## src/kpi_ram.sv

```systemverilog
`default_nettype none
// ----------------------------------------------------------------------------
// kpi_ram: generic memory
// One write port, one read port, read data registered.
// ----------------------------------------------------------------------------
module kpi_ram #(
  parameter int WIDTH = 16,
  parameter int DEPTH = 16
) (
  input  wire logic                     clk,
  input  wire logic                     we,
  input  wire logic [$clog2(DEPTH)-1:0] waddr,
  input  wire logic [WIDTH-1:0]         wdata,
  input  wire logic [$clog2(DEPTH)-1:0] raddr,
  output logic      [WIDTH-1:0]         rdata
);

  logic [WIDTH-1:0] mem [DEPTH];

  always_ff @(posedge clk) begin
    if (we) begin
      mem[waddr] <= wdata;
    end
    rdata <= mem[raddr];
  end

endmodule
`default_nettype wire

```

## config.mk

```make
export PLATFORM = sky130hd
export DESIGN_NAME = kpi_ram
export DESIGN_NICKNAME = d
export VERILOG_FILES = /design/src/kpi_ram.sv
export SDC_FILE = /design/constraint.sdc
export NUM_CORES = 1
export LEC_CHECK = 0
export ABC_AREA = 1
export BUFFER_PORTS_ARGS = -buffer_cell sky130_fd_sc_hd__buf_2
export CAP_MARGIN = 40
export CORE_MARGIN = 2
export CORE_UTILIZATION = 45
export CTS_CLUSTER_SIZE = 12
export DETAILED_ROUTE_END_ITERATION = 8
export SLEW_MARGIN = 20
export SYNTH_ARGS = -nofsm -noshare
export SYNTH_HDL_FRONTEND = slang
export SYNTH_SLANG_ARGS = --single-unit
export TNS_END_PERCENT = 20
```

## constraint.sdc

```tcl
create_clock -name clk -period 1.45 [get_ports clk]
set_input_delay 0.29 -clock clk [delete_from_list [all_inputs] [get_ports clk]]
set_output_delay 0.29 -clock clk [all_outputs]
set_load 0.05 [all_outputs]
```

# Word-level counts from Yosys, hierarchy flattened
# Memories as Yosys holds them, arrays and structs flattened. A register that Yosys moved wholly into a read port is not among the register bits.
# Index checks and enable logic that the tools add are counted.
# totals
elab_cells,3
memories,1
reg_bits,0
ram_bits,256
# mem_list
memory,words,word_bits,read_ports,rd_clocked_by_memory_dff,wr,line,text
mem,16,16,1,1,1,18,logic [WIDTH-1:0] mem [DEPTH];
# classes
muxes,2
# op_table
op,count
1-bit 2-to-1 mux,2

# Depth between registers and ports, before layout
# logic_depth
ltp_word,2
depth_mapped,9
mapped_depth_nobuf,7

# Least setup slack after synthesis
# No wires, ideal clock.
# synth_path
path_type,input to register
from,input port waddr[2]
to,"memory mem[10][0], enable pin"
slack_ps,-140
n_path_buf,0
t_required_ps,1062
path_stages,2
setup_ps,388
t_arrival_ps,1201
cell_sequence,nand3b_1 > nor2_1
# synth_lines
item,line,text
from (decl),12,"input wire logic [$clog2(DEPTH)-1:0] waddr,"
to (decl),18,
# No word-level cell before the write port.

# Worst setup path in the final report
# layout_path
from,register rdata[8] (read register of mem)
to,output port rdata[8]
# layout_lines
item,line,text
from (decl),15,output logic [WIDTH-1:0] rdata
# No word-level cell between the ends.

==> metrics.csv <==
metric,value,unit
synth_top_area_share,67.55,%
grt_max_degree,65,
antenna_found_initial,2,
path_clk_slew,0.06,ns
p_leak,5.739,nW
coreArea,25040,um^2
gp_congestion,0.8248,
wire_per_inst,18.22,um
pwr-share-seq,51.5,%
detail-route-antenna-nets,0,
cts_max_path_buffers,3,
tightestPinTransition,0.4045,ns
syn2layout_area_growth,17.11,%
syn-cell-area,11380,um^2
internal_power,0.01330,W
slew_viol_final,0,
io_pins,42,
ys_seq_area_share,70.36,%
cp_slowest_cell,dfxtp_1,
required,1.16,ns
synthTopCellsByArea,"edfxtp_1 68%, nand2_1 11%, nand3_1 8.5%",
crit_buf_inv,1,
routed_wl,27420,um
crit_type,register to primary output,
synth_top_cell_by_area,edfxtp_1,
finalClockSkew,0.01336,ns
worstPathMaxFanout,1,
fin_cells,1505,
period_needed,1.427,ns
io_buffers,41,
grt_usage,21.25,%
slowest_delay,0.35,ns
final_layout_size_suffix_gt1_share,13.54,%
syn_nets,1100,
sw_frac_of_total,22.59,%
max_freq,701.0,MHz
final_nets,1177,
grt_pass1_vias,7166,
pwr-share-clk,40.8,%
die_w,163.0,um
cp-end-kind,primary output,
netlist_instances,1074,
whs,0.1503,ns
cts.sinks,272,
reg2regPathDepth,6,
yosysWarningCount,0,
first_pass_iters,5,
hold_viol_final,0,
placed_cells,1450,
setup_viol,0,
post-route-period-util,98.38,%
ys_seq_elements,272,
insertion_delay,0.55,ns
postCtsHoldBufs,0,
cts_tree,done,
cts_setup_buffers,0,
first_iter_violations,581,
cp.arrival,1.14,ns
cts_htree_levels,1,
cap_violations,0,
hpwl,17120,um
drc,0,
worstSetupPathDepth,1,
maxSlewHeadroom,73.03,%
vias,7338,
worstHoldPathType,input port to register,
ys_types,13,
drt-vias-per-instance,4.876,
hold_depth,1,
status,"complete, no violations",
comb_power_share,7.7,%
cts_buffers,29,
irDropWorstVdd,1.076,mV
die_area,26580,um^2
cp_cell_sequence,clkbuf_4,
initial_core_util,45.46,%
start_kind,register,
grt_pass1_wl,42290,um
power,0.01719,W
die_h,163.0,um
switching_power,0.003883,W
critical_path.top_delay_family,flip-flops,
grt-ovfl-total,0,
rsz0062_at_grt,no,
root_buffer,clkbuf_16,
syn_area_per_cell,10.60,um^2
placementRows,58,
powerDensity,1290,nW/um^2
==> per-layer routing <==
layer	part of all wire [%]	track usage, %	wire [um]	vias to the layer above
met5	0.047	0	13	-
met4	2.2	5.149	594	2
met3	5.6	3.225	1543	38
met2	48	34.96	13160	176
met1	44	29.95	12100	3506
li1	-	-	-	3616
==> final timing paths <==
kind                         start                   end  slack [ns]
max               rdata[8]$_DFF_P_              rdata[8]        0.02
min                      wdata[11]  mem[4][11]$_DFFE_PP_        0.15
max reg2reg  mem[14][13]$_DFFE_PP_     rdata[13]$_DFF_P_        0.42
min reg2reg   mem[11][3]$_DFFE_PP_      rdata[3]$_DFF_P_        0.65
==> cell usage in the layout (no fill, tap or decap), drive strengths merged <==
cell type	n
buf	95
clkbuf	52
edfxtp	256
nand3	193
inv	200
nand3b	2
dfxtp	16
nand2	341
clkinv	1
clkinvlp	1
nor2	17
diode	1
==> final cells by class <==
cell class	instances	area [um^2]
sequential	272	8011
clock buffer	50	884.6
antenna	1	2.502
tap	330	412.9
timing repair buffer	97	875.8
fill	2208	11710
clock inverter	4	30.03
multi-input combinational	553	2365
inverter	198	745.7
==> timing repair <==
| action | CTS | global route |
|---|---|---|
| endpoints found under the hold margin | 0 | 0 |
| gates resized for setup | 12 | 3 |
| setup endpoints to repair | 6 | 3 |
==> registers in the layout, summed over array words and instances (netlist names) <==
register  flops
mem         256
rdata        16
==> synthesized netlist by cell type <==
library cell	n
buf_4	18
clkbuf_1	10
inv_1	196
nand3b_1	2
nand3_1	193
buf_6	3
edfxtp_1	256
inv_2	2
nand2_1	341
dfxtp_1	16
nor2_1	17
buf_1	1
buf_2	19
==> metrics by stage <==
step / setup slack [ns] / setup TNS, ns / utilization (%) / cell area [um^2]
after floorplan: -0.1396 / -29.96 / - / 11380
after global placement: -0.08905 / -1.230 / 49.42 / 12370
after detailed placement: -0.09006 / -1.463 / 49.42 / 12370
after CTS: 0.0002218 / 0 / 53.19 / 13320
after global routing: 0.004984 / 0 / 53.23 / 13330
final: 0.02348 / 0 / 53.23 / 13330
==> power groups by stage <==
stage | clock network, W | registers [W] | logic [W]
after floorplan | 0 | 0.00918 | 0.000593
after global placement | 0 | 0.00902 | 0.00130
after detailed placement | 0 | 0.00902 | 0.00132
after CTS | 0.00714 | 0.00886 | 0.00134
after global routing | 0.00744 | 0.00887 | 0.00145
final | 0.00700 | 0.00886 | 0.00133
==> logic make-up (layout without fill, tap and decap cells) <==
group / count (synthesis) / after routing / share of synthesized area [%]
other: 0 / 1 / 0
AND/OR/NAND/NOR: 553 / 553 / 20.43
flip-flops: 272 / 272 / 70.36
buffers and inverters: 249 / 349 / 9.213
Note: power is estimated with default switching activity, not from simulation.
