[src/kpi_pkg.sv]
`default_nettype none
// ----------------------------------------------------------------------------
// kpi_pkg: shared types and constants
// Beat formats, keyframe header layout, interpolation coefficients and the
// state encodings of the keyframe pose interpolator.
// ----------------------------------------------------------------------------
package kpi_pkg;

  localparam int CoefW = 22;
  localparam int AccW  = 42;
  localparam int TW    = 17;

  localparam logic [1:0] KIND_TICK   = 2'd0;
  localparam logic [1:0] KIND_ANGLE  = 2'd1;
  localparam logic [1:0] KIND_HEADER = 2'd2;

  localparam logic [1:0] MODE_LINEAR  = 2'd0;
  localparam logic [1:0] MODE_SMOOTH  = 2'd1;
  localparam logic [1:0] MODE_HERMITE = 2'd2;
  localparam logic [1:0] MODE_HOLD    = 2'd3;

  // Register index 0 is keyframe_count; paddr[2] carries the index.
  localparam logic REG_KEYFRAME_COUNT = 1'b0;

  typedef struct packed {
    logic [1:0]         kind;
    logic [3:0]         frame_sel;
    logic [3:0]         bone_sel;
    logic signed [15:0] angle_value;
    logic [7:0]         duration_value;
    logic [1:0]         interp_mode;
    logic signed [15:0] root_x;
    logic signed [15:0] root_y;
  } in_item_t;

  typedef struct packed {
    logic [3:0]         bone_index;
    logic signed [15:0] bone_angle;
    logic signed [15:0] torso_x;
    logic signed [15:0] torso_y;
    logic               last;
  } out_item_t;

  typedef struct packed {
    logic [7:0]         duration;
    logic [1:0]         mode;
    logic signed [15:0] x;
    logic signed [15:0] y;
  } hdr_t;

  typedef struct packed {
    logic signed [CoefW-1:0] c_pp;
    logic signed [CoefW-1:0] c_0;
    logic signed [CoefW-1:0] c_1;
    logic signed [CoefW-1:0] c_n;
  } coef_t;

  typedef struct packed {
    logic       start;
    logic [7:0] tick;
    logic [7:0] dur;
    logic [1:0] mode;
  } coef_req_t;

  typedef enum logic [2:0] {
    CS_IDLE, CS_DIV, CS_T2, CS_T3, CS_S, CS_COEF
  } coef_state_t;

  typedef enum logic [2:0] {
    ST_IDLE, ST_HDR, ST_HDRW, ST_COEF, ST_RUN, ST_EMIT, ST_ADV
  } state_t;

endpackage
`default_nettype wire

[src/kpi_coef.sv]
`default_nettype none
// ----------------------------------------------------------------------------
// kpi_coef: interpolation weight unit
// Divides tick by duration one quotient bit per cycle, forms t^2, t^3 and the
// smoothstep weight on one shared multiplier and folds them into four
// per-tap coefficients for the multiply-accumulate datapath.
// ----------------------------------------------------------------------------
module kpi_coef (
  input  wire logic               clk,
  input  wire logic               rst,
  input  wire kpi_pkg::coef_req_t req,
  output logic                    done,
  output kpi_pkg::coef_t          coef
);

  kpi_pkg::coef_state_t state, state_next;

  logic [kpi_pkg::TW-1:0] t, t2, t3, s;
  logic [8:0]             rem;
  logic [3:0]             cnt;
  logic [1:0]             mode;
  logic [7:0]             dur;

  logic [17:0] mul_a, mul_b;
  logic [35:0] mul_p;
  logic [kpi_pkg::TW-1:0] mul_rnd;
  logic [8:0]  rem2;
  logic        qbit;

  logic signed [kpi_pkg::CoefW-1:0] ts, t2s, t3s, ss, w;
  logic signed [kpi_pkg::CoefW-1:0] h00, h10, h01, h11;
  kpi_pkg::coef_t coef_next;

  always_comb begin
    mul_a = {1'b0, t};
    mul_b = {1'b0, t};
    case (state)
      kpi_pkg::CS_T3: mul_a = {1'b0, t2};
      kpi_pkg::CS_S: begin
        mul_a = {1'b0, t2};
        mul_b = 18'(18'd196608 - {t, 1'b0});
      end
      default: ;
    endcase
    mul_p   = {18'd0, mul_a} * {18'd0, mul_b};
    mul_rnd = kpi_pkg::TW'((mul_p + 36'd32768) >> 16);
    rem2    = {rem[7:0], 1'b0};
    qbit    = (rem2 >= {1'b0, dur});
  end

  always_comb begin
    ts  = $signed({5'd0, t});
    t2s = $signed({5'd0, t2});
    t3s = $signed({5'd0, t3});
    ss  = $signed({5'd0, s});
    w   = (mode == kpi_pkg::MODE_SMOOTH) ? ss : ts;
    h00 = kpi_pkg::CoefW'(2 * t3s - 3 * t2s + 65536);
    h10 = kpi_pkg::CoefW'(t3s - 2 * t2s + ts);
    h01 = kpi_pkg::CoefW'(3 * t2s - 2 * t3s);
    h11 = kpi_pkg::CoefW'(t3s - t2s);
    coef_next = '0;
    case (mode)
      kpi_pkg::MODE_LINEAR, kpi_pkg::MODE_SMOOTH: begin
        coef_next.c_0 = kpi_pkg::CoefW'(2 * (65536 - w));
        coef_next.c_1 = kpi_pkg::CoefW'(2 * w);
      end
      kpi_pkg::MODE_HERMITE: begin
        // The neighbor differences are spread over the four taps.
        coef_next.c_pp = kpi_pkg::CoefW'(-h10);
        coef_next.c_0  = kpi_pkg::CoefW'(2 * h00 - h11);
        coef_next.c_1  = kpi_pkg::CoefW'(2 * h01 + h10);
        coef_next.c_n  = h11;
      end
      default: ;
    endcase
  end

  always_comb begin
    state_next = state;
    unique case (state)
      kpi_pkg::CS_IDLE: begin
        if (req.start) begin
          if (req.dur == 8'd0 || req.tick >= req.dur) begin
            state_next = kpi_pkg::CS_T2;
          end else begin
            state_next = kpi_pkg::CS_DIV;
          end
        end
      end
      kpi_pkg::CS_DIV:  if (cnt == 4'd15) state_next = kpi_pkg::CS_T2;
      kpi_pkg::CS_T2:   state_next = kpi_pkg::CS_T3;
      kpi_pkg::CS_T3:   state_next = kpi_pkg::CS_S;
      kpi_pkg::CS_S:    state_next = kpi_pkg::CS_COEF;
      kpi_pkg::CS_COEF: state_next = kpi_pkg::CS_IDLE;
      default:          state_next = kpi_pkg::CS_IDLE;
    endcase
  end

  always_ff @(posedge clk) begin
    if (rst) begin
      state <= kpi_pkg::CS_IDLE;
      done  <= 1'b0;
    end else begin
      state <= state_next;
      done  <= (state == kpi_pkg::CS_COEF);
    end
  end

  always_ff @(posedge clk) begin
    case (state)
      kpi_pkg::CS_IDLE: begin
        mode <= req.mode;
        dur  <= req.dur;
        rem  <= {1'b0, req.tick};
        cnt  <= 4'd0;
        if (req.dur == 8'd0) begin
          t <= '0;
        end else if (req.tick >= req.dur) begin
          t <= kpi_pkg::TW'(65536);
        end else begin
          t <= '0;
        end
      end
      kpi_pkg::CS_DIV: begin
        rem <= qbit ? 9'(rem2 - {1'b0, dur}) : rem2;
        t   <= {t[kpi_pkg::TW-2:0], qbit};
        cnt <= cnt + 4'd1;
      end
      kpi_pkg::CS_T2:   t2 <= mul_rnd;
      kpi_pkg::CS_T3:   t3 <= mul_rnd;
      kpi_pkg::CS_S:    s  <= mul_rnd;
      kpi_pkg::CS_COEF: coef <= coef_next;
      default: ;
    endcase
  end

endmodule
`default_nettype wire

[config.mk]
export PLATFORM = sky130hd
export DESIGN_NAME = kpi_coef
export DESIGN_NICKNAME = d
export VERILOG_FILES = /design/src/kpi_pkg.sv /design/src/kpi_coef.sv
export SDC_FILE = /design/constraint.sdc
export NUM_CORES = 1
export LEC_CHECK = 0
export BUFFER_PORTS_ARGS = -buffer_cell sky130_fd_sc_hd__buf_2
export CAP_MARGIN = 20
export CORE_MARGIN = 2
export CORE_UTILIZATION = 45
export DETAILED_ROUTE_END_ITERATION = 7
export PLACE_DENSITY = 0.58
export SYNTH_ARGS = -nofsm -noshare
export SYNTH_HDL_FRONTEND = slang
export SYNTH_SLANG_ARGS = --single-unit
[constraint.sdc]
create_clock -name clk -period 22.8 [get_ports clk]
set_clock_uncertainty 0.2 [all_clocks]
set_input_delay 4.56 -clock clk [delete_from_list [all_inputs] [get_ports clk]]
set_output_delay 4.56 -clock clk [all_outputs]
set_load 0.05 [all_outputs]
=== Word-level counts from Yosys, hierarchy flattened ===
Cells that the tools add are included.

* Output and inout port bits: 89
* Register bits: 178
* Word-level logic and storage cells: 64
* Memory bits (read-only): 0
* Memories kept: 0
* Bits in latches: 0
* Bits in writable memories: 0

* Equality and inequality tests: 10
* Reduce and logical (&&, ||, !) cells: 8
* $lt $le $gt $ge: 2
* Add/sub/neg operators: 14
* Mux-type cells: 14
* Div/mod/pow operators: 0
* Shifts and indexed selects: 0
* Bitwise logic cells: 0
* Multiply operators: 2

{| class="wikitable"
|+ Operator list
! operator !! number
|-
| case mux 44 bit (2 select lines) || 1
|-
| two-way mux 17 bit || 4
|-
| case mux 17 bit (2 select lines) || 1
|-
| adder 33 x 16 -> 33 bit (second input constant) || 1
|-
| multiplier 17 x 18 -> 33 bit || 1
|-
| adder 21 x 20 -> 22 bit || 1
|-
| negator 20 -> 22 bit || 1
|-
| subtractor 22 x 18 -> 22 bit || 1
|-
| adder 20 x 18 -> 21 bit (second input constant) || 1
|-
| adder 19 x 18 -> 20 bit || 1
|-
| subtractor 18 x 19 -> 20 bit || 1
|-
| subtractor 19 x 18 -> 20 bit || 1
|-
| multiplier 2 x 17 -> 19 bit (first input constant) || 1
|-
| subtractor 17 x 18 -> 19 bit || 1
|-
| two-way mux 18 bit || 1
|-
| subtractor 17 x 17 -> 18 bit || 1
|-
| subtractor 17 x 17 -> 18 bit (first input constant) || 1
|-
| subtractor 18 bit (first input constant) || 1
|-
| case mux 8 bit (2 select lines) || 1
|-
| case mux 3 bit (5 select lines) || 1
|-
| greater-or-equal comparator 9 x 8 -> 1 bit || 1
|-
| greater-or-equal comparator 8 bit || 1
|-
| logical NOT 8 bit || 1
|-
| two-way mux 8 bit || 1
|-
| 18 further kinds || 23
|}

=== Depth between registers and ports, before layout ===
* Depth after elaboration: 5
* Mapped depth: 32
* Mapped depth without buffers: 31

=== Least setup slack after synthesis ===
OpenSTA, ideal clock, no wires.

* Path kind: reg-to-reg
* From: reg state[0]
* To: reg s[11] (netlist name) (data pin)
* Setup time: 269 ps
* Stages on the path, launching flop included: 30
* Data required time: 22331 ps
* Arrival: 7671 ps
* Setup slack: 14660 ps
* Path buffers: 4
* Cell sequence: dfxtp_1 > buf_2 > nor2b_1 > and2_1 > or2_2 > clkbuf_1 > buf_1 > mux2i_1 > clkbuf_1 > nor2_1 > fa_1 > inv_1 > fa_1 > inv_1 > fa_1 > ha_1 > fa_1 > inv_1 > fa_1 > inv_1 > ha_1 > nor2b_1 > a2111oi_0 > nor3_1 > a211oi_1 > o31a_1 > a21oi_1 > a21oi_1 > o21ai_1 > xor2_1

* Word-level cells in the longest chain between the ends: 5
* Elaborated cells on any way between the ends: 7

{| class="wikitable"
|+ RTL lines
! element !! RTL line !! source
|-
| start, declared || kpi_coef.sv:16 || <nowiki>kpi_pkg::coef_state_t state, state_next;</nowiki>
|-
| start signal, assigned || kpi_coef.sv:101 || <nowiki>state <= kpi_pkg::CS_IDLE;</nowiki>
|-
| start signal, assigned || kpi_coef.sv:104 || <nowiki>state <= state_next;</nowiki>
|-
| == test 3 bit / == test 3 x 2 -> 1 bit (equally long branches) || kpi_coef.sv:37 || <nowiki>case (state)</nowiki>
|-
| OR reduction 2 bit (no source line) || -- ||
|-
| two-way mux 17 bit || kpi_coef.sv:37 ||
|-
| multiplier 17 x 18 -> 33 bit * || kpi_coef.sv:45 || <nowiki>mul_p = {18'd0, mul_a} * {18'd0, mul_b};</nowiki>
|-
| adder 33 x 16 -> 33 bit * || kpi_coef.sv:46 || <nowiki>mul_rnd = kpi_pkg::TW'((mul_p + 36'd32768) >> 16);</nowiki>
|-
| net mul_rnd, one bit || kpi_coef.sv:26 || <nowiki>logic [kpi_pkg::TW-1:0] mul_rnd;</nowiki>
|-
| end signal, assigned || kpi_coef.sv:131 || <nowiki>kpi_pkg::CS_S: s <= mul_rnd;</nowiki>
|-
| end, declared || kpi_coef.sv:18 || <nowiki>logic [kpi_pkg::TW-1:0] t, t2, t3, s;</nowiki>
|}

The timed path passes the listed nets; every way through them passes the cells marked *.
A chain may end at the register's enable or synchronous reset.

=== Worst setup path after layout ===
Same ends and word-level chain as after synthesis.

==> qor.csv <==
stage,metric,value,unit
finish,post-layout net count,3358,
synth,cell type contributing the most total cell area after synthesis,sky130_fd_sc_hd__edfxtp_1,
timing,timing-limited maximum frequency,106,MHz
worst_setup_path,largest delay contributor family on the critical path,adder cells,
floorplanning,vertical die dimension,237,µm
cts,H-tree lvl count,4,
route,count of vias placed by the detailed router,19498,
timing,unrepaired setup endpoints after global routing,no,
worst_setup_path,timing endpoint of the critical path,s[11]$_DFFE_PN_,
worst_setup_path,terminus of the critical flop-to-flop path,s[11]$_DFFE_PN_,
placement,HPWL after DPL,57.7,mm
worst_setup_path,slowest library cell on the worst path,sky130_fd_sc_hd__dfxtp_1,
grt,total routing usage reported by global routing,0.253,
floorplanning,io pins,110,
cts,CTS tree,built,
route,first-pass iteration count of the detailed router,6,
cts,maximum clock insertion buffer count,2,
worst_setup_path,category of the critical setup timing path,flip-flop to flip-flop,
grt,leftover overflow at the end of global routing,0,
route,vias per cell,5.52,
worst_setup_path,first element of the critical path,state[0]$_SDFFE_PP0P_,
synth,post-synthesis instance total,2750,
cts,total setup buffers inserted after CTS,0,
floorplanning,initial standard-cell utilization of the core,0.455,
worst_setup_path,Crit path buffers/inverters,6,
cts,CTS Root Buffer Type,sky130_fd_sc_hd__clkbuf_16,
floorplanning,number of placement rows,85,
grt,pin count of the biggest net entering global routing,77,
synth,dominant synthesized flop cell,sky130_fd_sc_hd__edfxtp_1,
cts,Clock transition at path regs,0.07,ns
timing,sum of negative setup slack,0,ns
worst_setup_path,CP required,22.80,ns
floorplanning,Die ar.,56300,µm²
synth,synthesized flop and latch total,178,
cts,total of hold buffers inserted after clock tree synthesis,0,
worst_setup_path,R2R depth,26,
route,post-route ant nets,0,
synth,cell area after technology mapping,24500,µm²
timing,share of the clock period used by the worst path,0.413,
route,wire length after detailed routing,70.1,mm
timing,Slew Limit Fails,0,
finish,final core area utilization,0.492,
cts,Resized cells post-CTS,0,
floorplanning,standard cell core area,53800,µm²
synth,synthesized netlist net count,3284,
route,Routed wire per std cell,19.8,µm
grt,number of global-route vias before repair,19890,
worst_setup_path,type of destination of the critical path,flip-flop,
worst_setup_path,source of the worst register-to-register timing path,state[0]$_SDFFE_PP0P_,
timing,Min Hold Slack,0.402,ns
worst_setup_path,startpoint types,flip-flop,
synth,sequential cell area fraction in the yosys report,0.217,
worst_setup_path,cell with the most instances on the worst path,sky130_fd_sc_hd__fa_1,
synth,number of enable-type register cells in the synthesized netlist,174,
finish,share of layout cells above drive strength 1,0.0761,
synth,fraction of post-synthesis cell area in the top cell type by area,0.213,
route,remaining design rule violation count,0,
flow_run,max-cap viol count,0,
route,DRT iter0 DRCs,1312,
floorplanning,horizontal extent of the die,237,µm
cts,total clock buffers created by CTS,17,
worst_hold_path,worst hold stages,1,
placement,count of input and output buffers,109,
grt,first-pass GRT wire length,110,mm
worst_setup_path,reg2reg setup slack,13.38,ns
timing,number of hold violations in the final report,0,
worst_setup_path,top fanout value on the critical path,33,
worst_setup_path,Worst EP arrival,9.42,ns
outcome,result of the run,"finished, final reports clean",
placement,Final Wtd Congestion,0.943,
worst_setup_path,cell count along the critical path,26,
synth,distinct cell type count after synthesis,79,
synth,main area contributors after synthesis,"sky130_fd_sc_hd__edfxtp_1 21%, sky130_fd_sc_hd__fa_1 20%, sky130_fd_sc_hd__ha_1 14%",
timing,worst max-slew margin expressed relative to the limit,0.300,
worst_setup_path,critical path's largest stage delay,0.86,ns
synth,asr flop ratio synth,0,
timing,Final Critical Period,9.42,ns
cts,Clock Sinks,178,
timing,count of endpoints failing setup in the final report,0,
synth,Avg Synthesized Cell Area,8.90,µm²
cts,clock network latency to the later pin of the worst-skew pair,0.46,ns
worst_hold_path,worst hold path class,flip-flop to flip-flop,
timing,Worst Max-Slew Pin Slew,1.02,ns
finish,Area Overhead vs Synth,8.16,%
grt,number of antenna violations at the first check in global routing,0,
synth,Syn. warnings,0,
-- layer usage --
metal | share of wire | track usage | vias to the layer above
li1 | - | - | 9251
met1 | 0.45 | 0.341 | 9573
met2 | 0.47 | 0.429 | 570
met3 | 0.051 | 0.0265 | 104
met4 | 0.028 | 0.0829 | 0
met5 | 0 | 0 | -
-- cell type report --
| cell class | instances | area (µm²) |
|---|---|---|
| flip-flops and latches | 178 | 5310 |
| fillers | 5174 | 27300 |
| diodes | 1 | 2.50 |
| clock buffers | 17 | 425 |
| multi-input cells | 2036 | 17200 |
| well taps | 696 | 871 |
| clock inverters | 15 | 194 |
| inverters | 445 | 1670 |
| repair buffers | 146 | 843 |
-- stage by stage --
step / std cells / instance area, µm² / worst slack (ns)
6_report: 3534 / 26500 / 13.38
5_1_grt: 3533 / 26500 / 12.74
4_1_cts: 3531 / 26400 / 13.35
3_5_place_dp: 3499 / 25800 / 13.40
3_3_place_gp: 3499 / 25800 / 13.51
2_1_floorplan: 2750 / 24500 / 14.66
-- cell usage in the layout (no fill, tap or decap), types with 21 or more instances in the layout --
cell | Yosys | final
sky130_fd_sc_hd__xnor2_1 | 126 | 126
sky130_fd_sc_hd__buf_4 | 4 | 35
sky130_fd_sc_hd__nand2_1 | 265 | 265
sky130_fd_sc_hd__nor2b_1 | 28 | 28
sky130_fd_sc_hd__nor2_1 | 320 | 319
sky130_fd_sc_hd__a21o_1 | 49 | 49
sky130_fd_sc_hd__mux2i_1 | 46 | 45
sky130_fd_sc_hd__a211oi_1 | 25 | 25
sky130_fd_sc_hd__a21oi_1 | 116 | 116
sky130_fd_sc_hd__o22ai_1 | 26 | 26
sky130_fd_sc_hd__fa_1 | 245 | 245
sky130_fd_sc_hd__buf_2 | 3 | 109
sky130_fd_sc_hd__o21ai_0 | 78 | 78
sky130_fd_sc_hd__edfxtp_1 | 174 | 174
sky130_fd_sc_hd__nand2b_1 | 24 | 23
sky130_fd_sc_hd__inv_1 | 444 | 444
sky130_fd_sc_hd__nor3_1 | 46 | 46
sky130_fd_sc_hd__o21bai_1 | 24 | 24
sky130_fd_sc_hd__ha_1 | 268 | 268
sky130_fd_sc_hd__and3_1 | 27 | 27
sky130_fd_sc_hd__xor2_1 | 67 | 67
sky130_fd_sc_hd__and2_1 | 21 | 21
sky130_fd_sc_hd__nand3_1 | 25 | 25
-- worst min path at each step --
stage                           from                    end  slack (ns)
6_report        cnt[0]$_SDFFCE_PP0P_   cnt[0]$_SDFFCE_PP0P_        0.40
5_1_grt         cnt[0]$_SDFFCE_PP0P_   cnt[0]$_SDFFCE_PP0P_        0.42
4_1_cts         cnt[0]$_SDFFCE_PP0P_   cnt[0]$_SDFFCE_PP0P_        0.41
3_5_place_dp    cnt[0]$_SDFFCE_PP0P_   cnt[0]$_SDFFCE_PP0P_        0.39
3_3_place_gp    cnt[0]$_SDFFCE_PP0P_   cnt[0]$_SDFFCE_PP0P_        0.39
2_1_floorplan  state[1]$_SDFFE_PP0P_  state[1]$_SDFFE_PP0P_        0.34
-- synthesized netlist by cell type (49+ instances only) --
| library cell | instances |
|---|---|
| sky130_fd_sc_hd__ha_1 | 268 |
| sky130_fd_sc_hd__clkbuf_1 | 74 |
| sky130_fd_sc_hd__nor2_1 | 320 |
| sky130_fd_sc_hd__edfxtp_1 | 174 |
| sky130_fd_sc_hd__a21oi_1 | 116 |
| sky130_fd_sc_hd__xor2_1 | 67 |
| sky130_fd_sc_hd__nand2_1 | 265 |
| sky130_fd_sc_hd__o21ai_0 | 78 |
| sky130_fd_sc_hd__xnor2_1 | 126 |
| sky130_fd_sc_hd__inv_1 | 444 |
| sky130_fd_sc_hd__a21o_1 | 49 |
| sky130_fd_sc_hd__fa_1 | 245 |
-- state kept, by name, summed over array words and instances (netlist names), 3 cells and up --
| name | count |
|---|---|
| cnt | 4 |
| t3 | 17 |
| coef | 84 |
| state | 3 |
| dur | 8 |
| t2 | 17 |
| t | 17 |
| s | 17 |
| rem | 8 |
-- cell families after synthesis --
group,synth area share
DFF,0.217
and+or+nand+nor,0.148
muxes,0.0262
xor gates and xnor gates,0.0690
AOI/OAI and AO/OA,0.120
adders and majority gates,0.337
buffers and inverters,0.0829
Power is not shown: default switching activity piles up to over one toggle a cycle in this logic, so the estimate is an artifact.
